$ cat config.mk
export PLATFORM = sky130hd
export DESIGN_NAME = rdbm_clear
export DESIGN_NICKNAME = d
export VERILOG_FILES = /design/src/rtl/rdbm_clear.sv
export SDC_FILE = /design/constraint.sdc
export NUM_CORES = 1
export LEC_CHECK = 0
export BUFFER_PORTS_ARGS = -buffer_cell sky130_fd_sc_hd__buf_2
export CAP_MARGIN = 5
export CORE_MARGIN = 5
export CORE_UTILIZATION = 30
export DETAILED_ROUTE_END_ITERATION = 12
export PLACE_DENSITY_LB_ADDON = 0.12
export SLEW_MARGIN = 40
export SYNTH_ARGS = -nofsm -noshare
export SYNTH_HDL_FRONTEND = slang
export SYNTH_SLANG_ARGS = --single-unit
$ cat constraint.sdc
create_clock -name clk -period 1.7 [get_ports clk]
set_clock_uncertainty 0.15 [all_clocks]
set_input_delay 0.255 -clock clk [delete_from_list [all_inputs] [get_ports clk]]
set_output_delay 0.255 -clock clk [all_outputs]
set_load 0.005 [all_outputs]
$ cat src/rtl/rdbm_clear.sv
`timescale 1ns / 1ps

module rdbm_clear #(
	parameter int unsigned DEPTH  = 16384,
	parameter int unsigned ADDR_W = 14
) (
	input  logic              clk,
	input  logic              arst_n,
	output logic              active,
	output logic [ADDR_W-1:0] row
);

	logic              active_q;
	logic [ADDR_W-1:0] row_q;

	// Sweeps every row once after reset, then stays idle.
	always_ff @(posedge clk or negedge arst_n) begin
		if (!arst_n) begin
			active_q <= 1'b1;
			row_q    <= '0;
		end else if (active_q) begin
			if (row_q == ADDR_W'(DEPTH - 1)) begin
				active_q <= 1'b0;
			end else begin
				row_q <= row_q + 1'b1;
			end
		end
	end

	assign active = active_q;
	assign row    = row_q;

endmodule

Word level (Yosys, flattened, before mapping):

Cells that the tools add are included.

* register bits: 15
* input bits: 2
* output and inout port bits: 15

* add/subtract/negate cells: 1
* equality and inequality tests: 1
* muxes and demuxes: 2
* bitwise gates (word level): 1
* reductions and logical operators: 1

Operators with widths (number)
* $add 14x1->14 const B: 1
* $eq 14x14->1 const B: 1
* $mux 1: 2
* $reduce_and 2->1: 1
* $not 1->1: 1

Logic depth before layout (Yosys ltp):

* depth after elaboration: 3
* gate-level depth with buffers: 6
* depth with buffers taken out: 5

Worst setup path after synthesis:

Ideal clock, no wire load.

* kind: register -> register
* from: reg row_q[0] (netlist: row[0])
* to: reg row_q[8] (netlist: row[8])
* library setup time: 0.079 ns
* data arrival time: 1.487 ns
* data required time: 1.471 ns
* setup slack: -0.016 ns
* cell stages (with the launch flop): 6
* buffers on the path: 0
* path through: dfrtp_1 ha_1 nand3_1 or3_1 nor3b_1 xor2_1

* longest elaborated chain between the ends: 3
* elaborated cells between the ends (all ways): 4

RTL lines
* start, declared: RTL line 14 `logic [ADDR_W-1:0] row_q;`
* start signal, assigned: RTL line 25 `row_q <= row_q + 1'b1;`
* parallel branches: the longest is 3 deep, another holds $add 14x1->14

Several ways; the timed one is not identified.
A chain may end at the register's enable or synchronous reset.

Worst setup path after layout:

* from: reg row_q[1] (netlist: row[1])
* to: reg row_q[1] (netlist: row[1])

Same word-level chain as after synthesis.

==> results.md <==
* Status: complete, but fails checks
* Failing checks: negative setup slack
* Htree depth at 1
* Setup slack after layout at -0.00722 ns
* Worst VDD drop at roughly 0.39 mV
* Drt first pass iters at 3
* Routability Congestion at 0.705
* Tightest Pin Transition at 0.347 ns
* Final setup viols at 1
* Post-synthesis sequential area ratio at 0.548
* Reg2reg end: row[1]
* Post-synthesis cell type count at 24
* Maximum clock frequency at about 600 MHz
* Cell Area, Synth at 687 sq um
* CTS sink cnt at 15
* Initial drt markers at 1
* Clk_lat worst skew at 0.27 ns
* Min-Delay Path Class: in -> async
* CP delay by family, top: compound AO/OA/AOI/OAI gates
* P_sw at 0.116 mW
* Die ar. at 3350 sq um
* Vias per inst at 4.80
* Pleak at 0.493 nW
* Post-CTS Setup Inserts at 0
* Post-place setup slack at -0.0557 ns
* Share of cells above drive strength 1 at 0.434
* Number of port buffers at 16
* Die height at 57.9 microns
* Main combinational cell family by area after synthesis: simple AND/OR/NAND/NOR gates
* DRC viols at 0
* Post-synthesis simple-gate area fraction at 0.186
* FF-to-FF setup slack at -0.007 ns
* Reg2reg path depth at 4
* Largest stage delay, worst path at around 0.5 ns
* Vias in the first global route at 601
* Clock buffer depth at 2
* CTS tree: yes
* Met2 wire length at 792 microns
* Met3 WL post-DR at 66 microns
* Worst setup EP type: flop
* Worst R2R Start: row[1]
* Max-Cap Viols at 0
* Finished Core Util at 0.451
* Final net count at slightly above 100
* PwrDens at 573 nW/um^2
* Period utilization at 1.00
* Flop pwr share at 0.630
* ANT nets after route at 0
* Internal power at 0.450 mW
* Most frequent cells in the layout: buf_2, buf_4, dfrtp_1, nor2_1, xnor2_1
* # IOs at 17
* Crit Path Max Fanout at 5
* Clock Power Share at 0.354
* Initial antenna violation count at 0
* M1 WL at between 700 and 800 microns
* Syn Area/Cell at 11.1 sq um
* Worst-path clk slew at around 0.09 ns
* Arrival @ worst endpoint at between 1.5 and 2 ns
* Ys Warns at 0
* Fin Setup TNS at -0.00722 ns
* Post-synthesis register bit count at 15
* Logic pwr share at 0.016
* Layout area overhead at 43.7%
* Post-DP HPWL at between 1000 and 1500 microns
* Starting density of the core at 0.314
* Die Wd at ~58 microns
* Sw Share at 0.205
* CTS Buf Count at 3
* Post-synthesis compound-gate area fraction at 0.102
* Core Area at 2190 sq um
* WHS at roughly 0.25 ns
* Mapped Cells at just over 60
* Vias post-DR at 610
* Multiplexer share of the synthesized area at 0.0164
* Clock tree root driver cell: clkbuf_4
* Largest net degree at the start of global routing at 16
* Worst Setup SP: row[1]
* Post-Syn Nets at 65
* Total gr overflow at 0
* Worst Path Buf+Inv at 0
* Worst Path Required at roughly 1.7 ns
* Top layer in use: met4
* Final worst path period need at 1.71 ns
* Slew HR at 0.768
* First-pass GRT wire length at 2660 microns
* Post-Synth XOR/XNOR Area at 0.102
* Post-route cell area at 987 sq um
* Finished Layout Cells at between 100 and 150
* Post-Synth Adder-Cell Area at 0.0182
* Placed Cells at 121
* Total power at 0.566 mW
* RSZ-0062 raised after global routing: yes
* Final Slew Violations at 0
* Tot GR Track Use at 0.103
* Crit start category: flop
* Worst path slowest cell: o41a_1
* Routed WL per cell at 12.9 microns
* Rows at 17
* DP Area at 916 sq um
* DRT Wirelength at 1630 microns
* Worst path cell trace: ha_2, nand3_2, o41a_1, mux2_2
* Antenna diode instance count at 0
* Endpoints failing hold at 0
* Worst setup path class: reg -> reg
power by group through the flow:
stage,registers (mW),logic [mW],clock network [mW]
floorplan,0.364,0.0000000997,0
global placement,0.364,0.00843,0
detailed placement,0.364,0.00814,0
CTS,0.357,0.00987,0.207
global route,0.357,0.0108,0.223
finish,0.357,0.00917,0.200
cells by family after synthesis:
| kind of cell | after synthesis |
|---|---|
| xor+xnor | 8 |
| mux | 1 |
| buf+inv | 3 |
| flops | 15 |
| compound gates | 10 |
| fa+ha+maj | 1 |
| simple gates | 24 |
worst register-to-register path: cells and delay by family (launching register included):
kind,cells,cell delay [ns]
adder cells (fa/ha/maj),1,0.19
flip-flops,1,0.36
AND/OR/NAND/NOR,1,0.09
multiplexers,1,0.30
AO/OA/AOI/OAI,1,0.50
flip-flops by register name, indices dropped and copies added (netlist names):
register,count
row,14
active,1
worst max path at each step:
stage | endpoint | slack (ns) | cells past startpoint
4_1_cts | row[1] | -0.05 | 4
3_5_place_dp | row[1] | -0.06 | 4
6_report | row[1] | -0.007 | 4
2_1_floorplan | row[9] | 0.01 | 6
3_3_place_gp | row[1] | -0.02 | 4
5_1_grt | row[1] | -0.07 | 4
metal layers:
metal,vias to the layer above,global-route usage
li1,305,-
met5,-,0
met2,11,0.161
met1,292,0.131
met3,2,0.0223
met4,0,0.0596
cell usage after synthesis:
library cell | n | area (sq um)
a21oi_1 | 3 | 15.0
ha_1 | 1 | 12.5
nand3_1 | 5 | 25.0
nand2_1 | 3 | 11.3
and3_1 | 1 | 6.26
nand4_1 | 4 | 25.0
or3_1 | 1 | 6.26
inv_1 | 2 | 7.51
o41a_1 | 1 | 11.3
nor3b_1 | 1 | 7.51
nor3_1 | 2 | 10.0
o21bai_1 | 1 | 7.51
o31a_1 | 1 | 8.76
nand3b_1 | 1 | 7.51
a31oi_1 | 3 | 18.8
dfstp_2 | 1 | 26.3
buf_6 | 1 | 11.3
and4_2 | 1 | 10.0
xor2_1 | 3 | 26.3
dfrtp_1 | 14 | 350
xnor2_1 | 5 | 43.8
mux2_2 | 1 | 11.3
nor2_1 | 5 | 18.8
a41oi_1 | 1 | 8.76
area by class of cell:
| type | count | area (sq um) |
|---|---|---|
| Clock buffer | 4 | 26.3 |
| Fill cell | 232 | 1200 |
| Inverter | 2 | 7.51 |
| Multi-Input combinational cell | 45 | 332 |
| Sequential cell | 15 | 377 |
| Tap cell | 28 | 35.0 |
| Timing Repair Buffer | 33 | 210 |
repair_timing:
item,CTS,global route
gates cloned,0,1
pin swaps,1,7
setup endpoints to repair,6,10
gates resized for setup,1,4
hold endpoints to repair,14,0
hold buffers,1,0
Note: power is estimated with default switching activity, not from simulation.
