### src/rtl/rdbm_pkg.sv
`timescale 1ns / 1ps

package rdbm_pkg;

	// Default storage size in bytes.
	localparam int unsigned RamBytesDefault = 65536;

	// Byte lanes of one access, which is also the number of RAM banks.
	localparam int unsigned NumLanes = 4;

	// Configuration register indexes.
	typedef enum logic [2:0] {
		REG_MAIN_BASE      = 3'd0,
		REG_MAIN_LIMIT     = 3'd1,
		REG_VIDEO_START    = 3'd2,
		REG_VIDEO_END      = 3'd3,
		REG_RESERVED_START = 3'd4,
		REG_RESERVED_END   = 3'd5,
		REG_IO_START       = 3'd6,
		REG_IO_END         = 3'd7
	} cfg_reg_t;

	// Request type and access size codes.
	localparam logic       REQ_READ  = 1'b0;
	localparam logic       REQ_WRITE = 1'b1;
	localparam logic [1:0] SIZE_BYTE = 2'd0;
	localparam logic [1:0] SIZE_HALF = 2'd1;
	localparam logic [1:0] SIZE_WORD = 2'd2;

	// Reset values of the decoder registers that shape the behavior.
	localparam logic [31:0] MainStartReset  = 32'd0;
	localparam logic [31:0] MainEndReset    = 32'd49151;
	localparam logic [31:0] VideoStartReset = 32'd49152;
	localparam logic [31:0] VideoEndReset   = 32'd65535;
	localparam logic [31:0] IoEndReset      = 32'd655359;

	// Decoder window bounds, all inclusive.
	typedef struct packed {
		logic [31:0] main_base;
		logic [31:0] main_limit;
		logic [31:0] video_start;
		logic [31:0] video_end;
		logic [31:0] io_end;
	} cfg_t;

	// What the output side needs to reassemble one read result.
	typedef struct packed {
		logic [1:0]          off;
		logic [NumLanes-1:0] lane_ok;
		logic                flag;
	} lane_meta_t;

endpackage

### src/rtl/rdbm_decode.sv
`timescale 1ns / 1ps

module rdbm_decode
	import rdbm_pkg::*;
#(
	parameter int unsigned RAM_BYTES = RamBytesDefault,
	parameter int unsigned ROW_W     = 14
) (
	input  logic              req_type,
	input  logic [1:0]        access_size,
	input  logic [31:0]       address,
	input  logic [31:0]       write_data,
	input  cfg_t              cfg,
	output logic [NumLanes-1:0] bank_we,
	output logic [NumLanes-1:0] bank_re,
	output logic [ROW_W-1:0]  bank_row   [NumLanes],
	output logic [7:0]        bank_wdata [NumLanes],
	output lane_meta_t        meta
);

	localparam logic [32:0] RamLimit = 33'(RAM_BYTES);

	logic [31:0]         byte_addr [NumLanes];
	logic [1:0]          lane_of   [NumLanes];
	logic [NumLanes-1:0] used;
	logic [NumLanes-1:0] backed;
	logic [2:0]          nbytes;
	logic                is_read;
	logic                flag;

	// Per-byte address and decode.
	always_comb begin
		case (access_size)
			SIZE_BYTE: nbytes = 3'd1;
			SIZE_HALF: nbytes = 3'd2;
			default:   nbytes = 3'd4;
		endcase
		is_read = (req_type == REQ_READ);
		for (int i = 0; i < NumLanes; i++) begin
			byte_addr[i] = address + 32'(i);
			used[i]      = (3'(i) < nbytes);
			backed[i]    = (byte_addr[i] <= cfg.io_end) &&
				(((byte_addr[i] >= cfg.main_base) && (byte_addr[i] <= cfg.main_limit)) ||
				 ((byte_addr[i] >= cfg.video_start) && (byte_addr[i] <= cfg.video_end))) &&
				({1'b0, byte_addr[i]} < RamLimit);
		end
		// A word read whose wrapped last byte is past storage returns zero.
		flag = is_read && (nbytes == 3'd4) && ({1'b0, byte_addr[NumLanes-1]} >= RamLimit);
	end

	// Bank b serves the byte whose address has b in its low two bits.
	always_comb begin
		for (int b = 0; b < NumLanes; b++) begin
			lane_of[b]    = 2'(b) - address[1:0];
			bank_row[b]   = byte_addr[lane_of[b]][ROW_W+1:2];
			bank_we[b]    = !is_read && used[lane_of[b]] && backed[lane_of[b]];
			bank_re[b]    = is_read && !flag && used[lane_of[b]] && backed[lane_of[b]];
			bank_wdata[b] = write_data[8*lane_of[b] +: 8];
		end
		meta.off  = address[1:0];
		meta.flag = flag;
		for (int i = 0; i < NumLanes; i++) begin
			meta.lane_ok[i] = is_read && !flag && used[i] && backed[i];
		end
	end

endmodule

### config.mk
export PLATFORM = sky130hd
export DESIGN_NAME = rdbm_decode
export DESIGN_NICKNAME = d
export VERILOG_FILES = /design/src/rtl/rdbm_pkg.sv /design/src/rtl/rdbm_decode.sv
export SDC_FILE = /design/constraint.sdc
export NUM_CORES = 1
export LEC_CHECK = 0
export ABC_AREA = 1
export BUFFER_PORTS_ARGS = -buffer_cell sky130_fd_sc_hd__buf_2
export CELL_PAD_IN_SITES_DETAIL_PLACEMENT = 1
export CELL_PAD_IN_SITES_GLOBAL_PLACEMENT = 1
export CORE_UTILIZATION = 42
export DETAILED_ROUTE_END_ITERATION = 16
export PLACE_DENSITY_LB_ADDON = 0.1
export SLEW_MARGIN = 10
export SYNTH_ARGS = -nofsm -noshare
export SYNTH_HDL_FRONTEND = slang
export SYNTH_SLANG_ARGS = --single-unit
### constraint.sdc
create_clock -name vclk -period 7.8
set_input_delay 0 -clock vclk [all_inputs]
set_output_delay 0 -clock vclk [all_outputs]
set_load 0.02 [all_outputs]
Word-level counts from Yosys, hierarchy flattened --
Cells that the tools add are included.
Operators by class: add/sub/neg operators 7, multiply operators 0, div/mod/pow operators 0, magnitude comparators 37, equality and inequality tests 2, shifts and indexed selects 4, mux-type cells 29, bitwise operators 5, reduce and logical (&&, ||, !) cells 49
Operator list (count):
- $le 32x32->1 | 12
- $bmux 32 s2 | 4
- $ge 32x32->1 | 8
- $lt 32x17->1 const B | 4
- $mux 16 | 8
- $shiftx 32x6->8 | 4
- $add 32x2->32 const B | 2
- $logic_and 1x1->1 | 43
- $add 32x1->32 const B | 1
- $ge 32x17->1 const B | 1
- $bmux 1 s2 | 8
- $ge 3x3->1 const B | 4
- $lt 2x3->1 const B | 4
- $not 2->3 | 4
- $mux 1 | 8
- $lt 1x3->1 const A | 2
- $lt 2x3->1 const A | 2
- $pmux 3 s2 | 1
- $logic_or 1x1->1 | 4
- $sub 1x2->2 const A | 2
- $sub 2x2->2 const A | 2
- $eq 3x3->1 const B | 1
- $eq 2x1->1 const B | 1
- $logic_not 2->1 | 1
- other kinds (2) | 2
Storage, ports and cells: register bits after elaboration 0, latch bits 0, memory bits (writable) 0, bits in read-only memories 0, bits of input ports 227, output and inout bits 103, memories kept 0

Longest topological paths before layout --
depth after elaboration 9, mapped depth 26, gate-level depth less buffers 25

Worst setup path after synthesis --
Ideal clock, no wire load.
path type in2out, start point input address[1], end point output bank_re[1], arrival time 3.317 ns, data required time 7.800 ns, slack 4.483 ns, stages 23, path through inv_1 > buf_2 > buf_1 > ha_1 > nand2_1 > nand2_1 > nand2_1 > nor2_1 > xor2_1 > ha_1 > a21oi_1 > o21ai_0 > a21oi_1 > nand2_1 > nand2_1 > nand2_1 > nand2_1 > nand2_1 > nand2_1 > nand4_1 > nand2_1 > nand2_1 > a21oi_1
Between the ends: cells in the longest elaborated chain, start to end 9, elaborated cells on any way between the ends 58
Ends and longest elaborated chain:
- start: declaration | line rdbm_decode.sv:11 | input logic [31:0] address,
- $add 32x1->32 or $add 32x2->32 (tied branches) | line rdbm_decode.sv:40 | byte_addr[i] = address + 32'(i);
- $ge 32x32->1, or another cell as far along | line rdbm_decode.sv:43 | (((byte_addr[i] >= cfg.main_base) && (byte_addr[i] <= cfg.main_limit)) ||
- $logic_and 1x1->1 (on tied branches) | line rdbm_decode.sv:43, rdbm_decode.sv:44
- $logic_or 1x1->1 | line rdbm_decode.sv:43
- $logic_and 1x1->1 | line rdbm_decode.sv:42 | backed[i] = (byte_addr[i] <= cfg.io_end) &&
- $logic_and 1x1->1 | line rdbm_decode.sv:44 | ((byte_addr[i] >= cfg.video_start) && (byte_addr[i] <= cfg.video_end))) &&
- $bmux 1 s2 | line rdbm_decode.sv:57 | bank_re[b] = is_read && !flag && used[lane_of[b]] && backed[lane_of[b]];
- $mux 1 (implied by the code) | line rdbm_decode.sv:57
- $logic_and 1x1->1 * | line rdbm_decode.sv:57
- end: declaration | line rdbm_decode.sv:15 | output logic [NumLanes-1:0] bank_re,
Every way passes the cells marked *; elsewhere a longest branch is shown, timed or not. The select of a mux whose other input is x is not followed.

Worst setup path in the final report --
Ends and elaborated chain as after synthesis.

==> impl_metrics.json <==
{
  "power.density_mw_per_mm2": 67.80,
  "initial_core_util_pct": 42.76,
  "outcome": "finished clean",
  "grt_pass1_wl_microns": 140400,
  "path_max_fanout": 31,
  "cts.repair.resized": 0,
  "die_w_microns": 214.4,
  "pin_count": 330,
  "syn-num-nets": 3957,
  "grt_pass1_vias": 23790,
  "grt_use_total_pct": 39.78,
  "max_freq_mhz": 192.7,
  "yosysTopAreaCell": "ha_1",
  "grt_use_met3_pct": 4.979,
  "route.detailed.drc": 0,
  "path_cells": "buf_2 > buf_4 > ha_1 > inv_1 > nand2_1 > nand2_1 > nor2_1 > xor2_1 > ha_1 > a21oi_1 > o21ai_0 > a21oi_1 > nand2_1 > nand2_1 > nand2_1 > nand2_1 > nand2_1 > nand2_1 > nand4_1 > nand2_1 > nand2_1 > a21oi_1 > buf_2",
  "grt_max_degree": 55,
  "crit_slowest_cell": "xor2_1",
  "wl_microns": 93740,
  "layout-drive-gt1-share_pct": 11.89,
  "hold_depth": 3,
  "overflow": 0,
  "tightest_slew_ns": 1.330,
  "die_h_microns": 214.4,
  "setup-tns-final_ns": 0,
  "hold_buffers": 0,
  "setup.worst_path.start_class": "primary input",
  "wl_per_cell_microns": 23.45,
  "seq_power_share_pct": 0,
  "syn_area_per_cell_sq_um": 6.125,
  "synthCells": 3094,
  "p_sw_share_pct": 67.72,
  "ys_types": 31,
  "netlist.area_leader.share_pct": 41.99,
  "seq_cell_count": 0,
  "rsz0062_at_grt": "false",
  "hold_path_class": "primary input to primary output",
  "port-buffer-count": 330,
  "fin_crit_ns": 5.190,
  "drtPass1Iterations": 5,
  "vias_per_cell": 5.794,
  "crit_path_max_incr_delay_ns": 1.02,
  "nClkBuffers": 0,
  "p_leak_nw": 12.44,
  "slew_headroom_pct": 10.54,
  "cellInternalPower_mw": 0.4666,
  "synth_area_leaders": "ha_1, nand2_1, a21oi_1, inv_1, o21ai_0",
  "area_growth_pct": 12.47,
  "p_sw_mw": 0.9787,
  "cp.arrival_ns": 5.19,
  "pre_cts_slack_ns": 2.872,
  "crit_type": "primary input to primary output",
  "syn-cell-area_sq_mm": 0.01895,
  "seq_area_sq_um": 0,
  "endpoint_kind": "primary output",
  "power_frac_clock_pct": 0,
  "layout_setup_ws_ns": 2.610,
  "slew_violations": 0,
  "rows": 77,
  "ys_seq_area_share_pct": 0,
  "crit_top_cell": "nand2_1",
  "ir_drop_uv": 43.17,
  "finalCritPeriodShare_pct": 66.54,
  "required_ns": 7.80,
  "dp.final_hpwl_microns": 78050,
  "use_met2_pct": 63.51,
  "nets": 4270,
  "cap_viol_max_count": 0,
  "hold_viol_final": 0,
  "synth_most_common_cell": "nand2_1",
  "comb_power_share_pct": 100.0,
  "gp_congestion": 1.024,
  "cts_setup_buffers": 0,
  "ant_nets": 0,
  "core_area_sq_mm": 0.04432,
  "use_met1_pct": 53.61,
  "synthTopCellsByCount": "nand2_1, ha_1, inv_1, a21oi_1, nor2_1",
  "grt.busiest_layer": "met2",
  "drtIter0Drc": 1711,
  "finalSetupViolCount": 0,
  "ys_warn_count": 0,
  "antenna_found_initial": 0,
  "num_antenna_cells": 0,
  "vias": 23160,
  "dieArea_sq_mm": 0.04598
}
critical path, delay by kind of cell:
kind,cells,cell delay [ns]
simple gates,12,1.64
buf+inv,4,1.15
xor+xnor,1,1.02
fa+ha+maj,2,0.73
compound gates,4,0.63
metal layers:
| metal | vias to the layer above | wire [microns] |
|---|---|---|
| met2 | 903 | 40140 |
| met5 | - | 0 |
| met4 | 0 | 4475 |
| met3 | 195 | 7164 |
| met1 | 11030 | 41950 |
| li1 | 11030 | - |
power by group through the flow:
stage / clock (mW) / sequential (mW) / combinational, mW
floorplan: 0 / 0 / 0.852
detailed placement: 0 / 0 / 1.40
global placement: 0 / 0 / 1.32
finish: 0 / 0 / 1.45
CTS: 0 / 0 / 1.41
global route: 0 / 0 / 1.59
metrics by stage:
step | hold slack (ns) | utilization (%) | instances | area, sq um | power [mW]
after CTS | 0.4124 | 48.10 | 3997 | 21320 | 1.410
after floorplan | 0.1126 | - | 3094 | 18950 | 0.8516
after global placement | 0.4138 | 48.10 | 3997 | 21320 | 1.319
final | 0.4135 | 48.10 | 3997 | 21320 | 1.445
after detailed placement | 0.4116 | 48.10 | 3997 | 21320 | 1.404
after global routing | 0.4203 | 48.10 | 3997 | 21320 | 1.590
cell type report:
type	count	area [sq um]
Fill cell	6319	23000
Inverter	398	1494
Multi-Input combinational cell	2658	17280
Tap cell	592	740.7
Timing Repair Buffer	349	1797
cell families after synthesis:
group	after synthesis	share of synthesized area, %
AOI/OAI and AO/OA	574	15.77
xor gates and xnor gates	36	1.703
adders and majority gates	636	41.99
buffers and inverters	436	8.814
muxes	32	1.690
and+or+nand+nor	1380	30.04
worst paths after layout:
| path | start | end |
|---|---|---|
| setup / recovery | address[1] | bank_re[1] |
| hold / removal | req_type | meta[0] |
layout by cell type (no fill, tap or decap):
cell,netlist,final
xnor2_1,1,1
nor3_1,24,24
inv_1,396,394
nand2_1,928,928
o21bai_1,7,7
buf_4,7,20
o21a_1,22,22
xor2_2,1,1
clkinv_1,1,1
nand2_2,12,12
xor2_1,34,34
buf_2,6,329
nor2_1,218,218
inv_2,1,3
nor4_1,16,16
ha_1,636,635
a21oi_1,320,320
ha_2,0,1
nor2_4,9,9
mux2i_1,32,32
o21ai_0,208,208
nor2_2,26,26
and3_1,3,3
a21o_1,8,8
nor3_2,3,3
nand3_1,86,86
nand4_1,47,47
o211ai_1,9,9
nand3b_1,7,7
or2_2,1,1
Note: power is estimated with default switching activity, not from simulation.
